==> config.mk <==
export PLATFORM = sky130hd
export DESIGN_NAME = tvnh_combine
export DESIGN_NICKNAME = d
export VERILOG_FILES = /design/src/sv/tvnh_pkg.sv /design/src/sv/tvnh_combine.sv
export SDC_FILE = /design/constraint.sdc
export NUM_CORES = 2
export LEC_CHECK = 0
export BUFFER_PORTS_ARGS = -buffer_cell sky130_fd_sc_hd__buf_2
export CAP_MARGIN = 20
export CORE_UTILIZATION = 53
export CTS_BUF_LIST = sky130_fd_sc_hd__clkbuf_8
export DETAILED_ROUTE_END_ITERATION = 6
export GPL_ROUTABILITY_DRIVEN = 0
export GPL_TIMING_DRIVEN = 0
export HOLD_SLACK_MARGIN = 0.05
export MAX_ROUTING_LAYER = met4
export PLACE_DENSITY = 0.73
export SLEW_MARGIN = 20
export SYNTH_ARGS = -nofsm -noshare
export SYNTH_HDL_FRONTEND = slang
export SYNTH_SLANG_ARGS = --single-unit
==> constraint.sdc <==
create_clock -name clk -period 6.65 [get_ports clk]
set_input_delay 0.9975 -clock clk [delete_from_list [all_inputs] [get_ports clk]]
set_output_delay 0.9975 -clock clk [all_outputs]
set_load 0.01 [all_outputs]
==> src/sv/tvnh_pkg.sv <==
// Package for the tiling value-noise heightmap generator.
// Holds Q1.16 constants, octave weights and hash constants; no dependencies.
package tvnh_pkg;

    localparam int TILE_SIZE_DEF = 256;
    localparam int NUM_OCT       = 5;
    localparam int Q             = 16;
    localparam logic [17:0] ONE_Q16 = 18'd65536;

    localparam logic [31:0] HASH_X    = 32'd374761393;
    localparam logic [31:0] HASH_Y    = 32'd668265263;
    localparam logic [31:0] HASH_S    = 32'd2246822519;
    localparam logic [31:0] HASH_MIX  = 32'd1274126177;
    localparam logic [31:0] SEED_MULT = 32'd2654435761;

    localparam logic [15:0] W_CONT  = 16'd39322;
    localparam logic [15:0] W_DET   = 16'd26214;
    localparam logic [15:0] W_OCT8  = 16'd32768;
    localparam logic [15:0] W_OCT16 = 16'd19661;
    localparam logic [15:0] W_OCT32 = 16'd9830;
    localparam logic [15:0] W_OCT64 = 16'd3277;

    localparam logic [7:0] TH_SAND  = 8'd28;
    localparam logic [7:0] TH_GRASS = 8'd38;
    localparam logic [7:0] TH_ROCK  = 8'd110;
    localparam logic [7:0] TH_SNOW  = 8'd185;

    localparam logic [2:0] BAND_WATER = 3'd0;
    localparam logic [2:0] BAND_SAND  = 3'd1;
    localparam logic [2:0] BAND_GRASS = 3'd2;
    localparam logic [2:0] BAND_ROCK  = 3'd3;
    localparam logic [2:0] BAND_SNOW  = 3'd4;

    // Item traveling along the chain of cells
    typedef struct packed {
        logic        valid;
        logic [7:0]  px;
        logic [7:0]  py;
        logic [31:0] seed;
        logic [16:0] n4;
        logic [16:0] n8;
        logic [16:0] n16;
        logic [16:0] n32;
        logic [16:0] n64;
    } tvnh_item_t;

endpackage

==> src/sv/tvnh_combine.sv <==
// Combine stage: weights the five octaves, squares, scales, clamps and bands.
// Depends on tvnh_pkg.
module tvnh_combine (
    input  logic                 clk,
    input  logic                 rst_n,
    input  tvnh_pkg::tvnh_item_t item_in,
    output logic                 done,
    output logic [7:0]           height,
    output logic [2:0]           band
);
    logic [2:0]  vld_reg;
    logic [16:0] det_reg, n4_reg;
    logic [16:0] e_reg;
    logic [33:0] e2_reg;
    logic [7:0]  h_reg;
    logic [2:0]  band_reg;
    logic        done_reg;

    logic [34:0] det_sum;
    logic [34:0] e_sum;
    logic [25:0] h_full;
    logic [7:0]  h_sat;

    always_comb
    begin
        det_sum = 35'(33'(item_in.n8) * 33'(tvnh_pkg::W_OCT8))
                + 35'(33'(item_in.n16) * 33'(tvnh_pkg::W_OCT16))
                + 35'(33'(item_in.n32) * 33'(tvnh_pkg::W_OCT32))
                + 35'(33'(item_in.n64) * 33'(tvnh_pkg::W_OCT64));
        e_sum   = 35'(33'(n4_reg) * 33'(tvnh_pkg::W_CONT))
                + 35'(33'(det_reg) * 33'(tvnh_pkg::W_DET));
        h_full  = 26'((e2_reg >> 16) * 34'd255) >> 16;
        h_sat   = (h_full > 26'd255) ? 8'd255 : h_full[7:0];
    end

    // hold the octave sum, then elevation, then square, then height and band
    always_ff @(posedge clk)
    begin
        det_reg <= 17'(det_sum >> 16);
        n4_reg  <= item_in.n4;
        e_reg   <= 17'(e_sum >> 16);
        e2_reg  <= 34'(e_reg) * 34'(e_reg);
        h_reg   <= h_sat;
        priority if (h_sat < tvnh_pkg::TH_SAND)  band_reg <= tvnh_pkg::BAND_WATER;
        else if (h_sat < tvnh_pkg::TH_GRASS)     band_reg <= tvnh_pkg::BAND_SAND;
        else if (h_sat < tvnh_pkg::TH_ROCK)      band_reg <= tvnh_pkg::BAND_GRASS;
        else if (h_sat < tvnh_pkg::TH_SNOW)      band_reg <= tvnh_pkg::BAND_ROCK;
        else                                     band_reg <= tvnh_pkg::BAND_SNOW;
    end

    always_ff @(posedge clk or negedge rst_n)
    begin
        if (!rst_n)
        begin
            vld_reg  <= '0;
            done_reg <= 1'b0;
        end
        else
        begin
            vld_reg  <= {vld_reg[1:0], item_in.valid};
            done_reg <= vld_reg[2];
        end
    end

    assign done   = done_reg;
    assign height = h_reg;
    assign band   = band_reg;
endmodule

==> out/results.ini <==
[outcome]
status=finished with violations
violations=setup timing

[synth]
syn_nets=5318
syn_inst=3693
seq_area_frac_synth=0.04744
avgSynthCellArea_um2=9.713
synth_xor_area_frac=0.03052
synthArstFlopShare=0.04762
synth-warning-count=0
muxShareOfSynthArea=0.0005930
synth-edff-count=0
synth_compound_area_frac=0.06586
ys_ff_latch=84
synth_ff_type=dfxtp_1
post_synth_fa_ha_maj_area_fraction=0.6705
synth_top_family_by_area=adder cells
synthSimpleGateAreaFrac=0.05881
synthDistinctLibCells=68
synth_area_um2=35870

[grt]
track_usage=0.2266
grt_max_degree=17
grt_pass1_wl_um=120900
antenna_found_initial=6
overflow=0
grt_pass1_vias=25610

[min_path]
hold_start=vld_reg[0]
hold_depth=0
hold_path_class=register to register
hold_end=vld_reg[1]

[route]
top_layer=met4
vias_per_cell=5.080
routed_wl_um=71650
drt.antenna.violating_nets=0
drtPass1Iterations=5
route.met3.wl_um=1992
drt_iter0_markers=876
vias=24050
drt-met1-wl_um=32600
wl_met2_um=35880
drc=0
drt-wirelength-per-cell_um=15.13

[run]
cap_viol_max_count=0

[setup_path]
reg2reg_setup_slack_ns=-0.61
crit_family=adder cells
crit_start=item_in[23]
crit_slowest_cell=fa_1
crit_top_cell=fa_1
critPathLaunchType=primary input
cp_max_fo=4
r2r-end=e_reg[15]
ff2ff_path_depth=27
r2r-start=det_reg[6]
critPathMaxStageDelay_ns=0.56
endpoint_kind=register
crit_buf_inv=10
worstSetupPathType=primary input to register
crit_arrival_ns=8.92
crit_required_ns=6.99

[layout]
area_delta_synth_final_pct=8.616
fill_cells=5700
final_nets=5476
drive_above_1_share=0.08662
largest_register_ffs=18

[sta]
slew_viol_final=0
slew_headroom=0.6181
worst-slew-pin-transition_ns=0.5680
final.setup_skew_ns=0.01296
fmax_mhz=116.5
finalCriticalPeriod_ns=8.583
setup_tns_ns=-31.73
rsz0062_at_grt=true
finalHoldViolations=0
finalCritPeriodShare=1.291
fin_ws_ns=-1.933
finalSetupViolCount=31

[floorplanning]
pin_count=148
die_x_um=262.2
coreArea_um2=67040
dieArea_um2=68730
start_util=0.5351
die_h_um=262.2
rows=95

[clock_tree]
clkLatencyLatePin_ns=0.41
cts-root-buf=clkbuf_8
clockBufferDepth=2
cts_sinks=84
cts_tree=built
cts_hold_buf=0
cts_made_buffers=9
clkSlewWorstSetupHoldPaths_ns=0.10
cts_htree_levels=3

[placement]
dp_hpwl_um=64550
port-buffer-count=99

cell type report:
class                   count  area (µm²)  share of cell area
plain buffers              22       157.7            0.004046
repair buffers            147       919.6             0.02360
diodes                      6       15.01           0.0003854
clock buffers              10       137.6            0.003533
inverters                1185        4451              0.1142
well taps                 873        1092             0.02804
multi-input cells        2402       30360              0.7792
flip-flops and latches     84        1734             0.04451
clock inverters             6       97.59            0.002505
cells in the final DEF, fill, tap and decap left out, drive strengths merged, types with 53 or more instances in the layout:
cell type and instances:
fa 722, nand2 131, a21oi 102, nor2 91, inv 1189, o21ai 63
ha 767, a21o 53, xnor2 76, buf 148, dfxtp 80
kinds of logic (layout without fill, tap and decap cells):
logic type / Yosys count / count (layout)
adder cells (fa/ha/maj): 1489 / 1489
buffers and inverters: 1207 / 1370
AND/OR/NAND/NOR: 432 / 432
AO/OA/AOI/OAI: 354 / 354
XOR/XNOR: 125 / 125
flip-flops: 84 / 84
multiplexers: 2 / 2
other: 0 / 6
routing by layer:
metal  vias to the layer above  GRT usage
met5                         -          -
met4                         0    0.04287
met3                        89    0.01987
met2                       345     0.3873
met1                     11950     0.2952
li1                      11670          -
how the worst max path moves through the flow:
stage,cells past startpoint,end,slack [ns]
2_1_floorplan,34,det_reg[16],-1.74
3_3_place_gp,34,det_reg[16],-2.58
3_5_place_dp,34,det_reg[16],-2.76
4_1_cts,32,det_reg[16],-1.80
5_1_grt,35,det_reg[16],-2.18
6_report,36,det_reg[15],-1.93
metrics by stage:
stage / utilization / std cells / hold WS (ns) / setup slack (ns) / instance area [µm²]
3_5_place_dp: 0.5640 / 4665 / 0.3434 / -2.759 / 37810
4_1_cts: 0.5765 / 4715 / 0.3408 / -1.801 / 38650
2_1_floorplan: - / 3693 / 0.3312 / -1.739 / 36220
3_3_place_gp: 0.5640 / 4665 / 0.3359 / -2.584 / 37810
5_1_grt: 0.5812 / 4735 / 0.3532 / -2.184 / 38960
6_report: 0.5812 / 4735 / 0.3608 / -1.933 / 38960
Yosys cell counts (4+ instances only):
master | n | area (µm²)
a211o_1 | 4 | 35.03
a211oi_1 | 23 | 172.7
a21boi_0 | 5 | 37.54
a21o_1 | 53 | 397.9
a21oi_1 | 101 | 505.5
a31oi_1 | 8 | 50.05
and2_1 | 51 | 319.1
and3_1 | 11 | 68.82
and4_1 | 4 | 35.03
clkbuf_1 | 22 | 82.58
dfrtp_1 | 4 | 100.1
dfxtp_1 | 80 | 1602
fa_1 | 722 | 14450
ha_1 | 767 | 9597
inv_1 | 1185 | 4448
nand2_1 | 131 | 491.7
nand2b_1 | 20 | 125.1
nand3_1 | 25 | 125.1
nand3b_1 | 4 | 30.03
nand4_1 | 15 | 93.84
nor2_1 | 91 | 341.6
nor2b_1 | 26 | 162.7
nor3_1 | 29 | 145.1
o211ai_1 | 9 | 67.56
o21a_1 | 19 | 142.6
o21ai_0 | 62 | 310.3
o21bai_1 | 13 | 97.59
o31a_1 | 4 | 35.03
o31ai_1 | 10 | 75.07
or2_2 | 6 | 37.54
or3_1 | 8 | 50.05
xnor2_1 | 76 | 665.6
xor2_1 | 49 | 429.2
timing repair:
item,in CTS,in global routing
resized for setup,99,58
setup endpoints to repair,39,40
pin swaps,47,28
buffers inserted,34,14
gates cloned,0,0
Power is left out: the tool's default activity adds up to more than one toggle a clock period on the data nets, which glitch-free logic cannot reach.
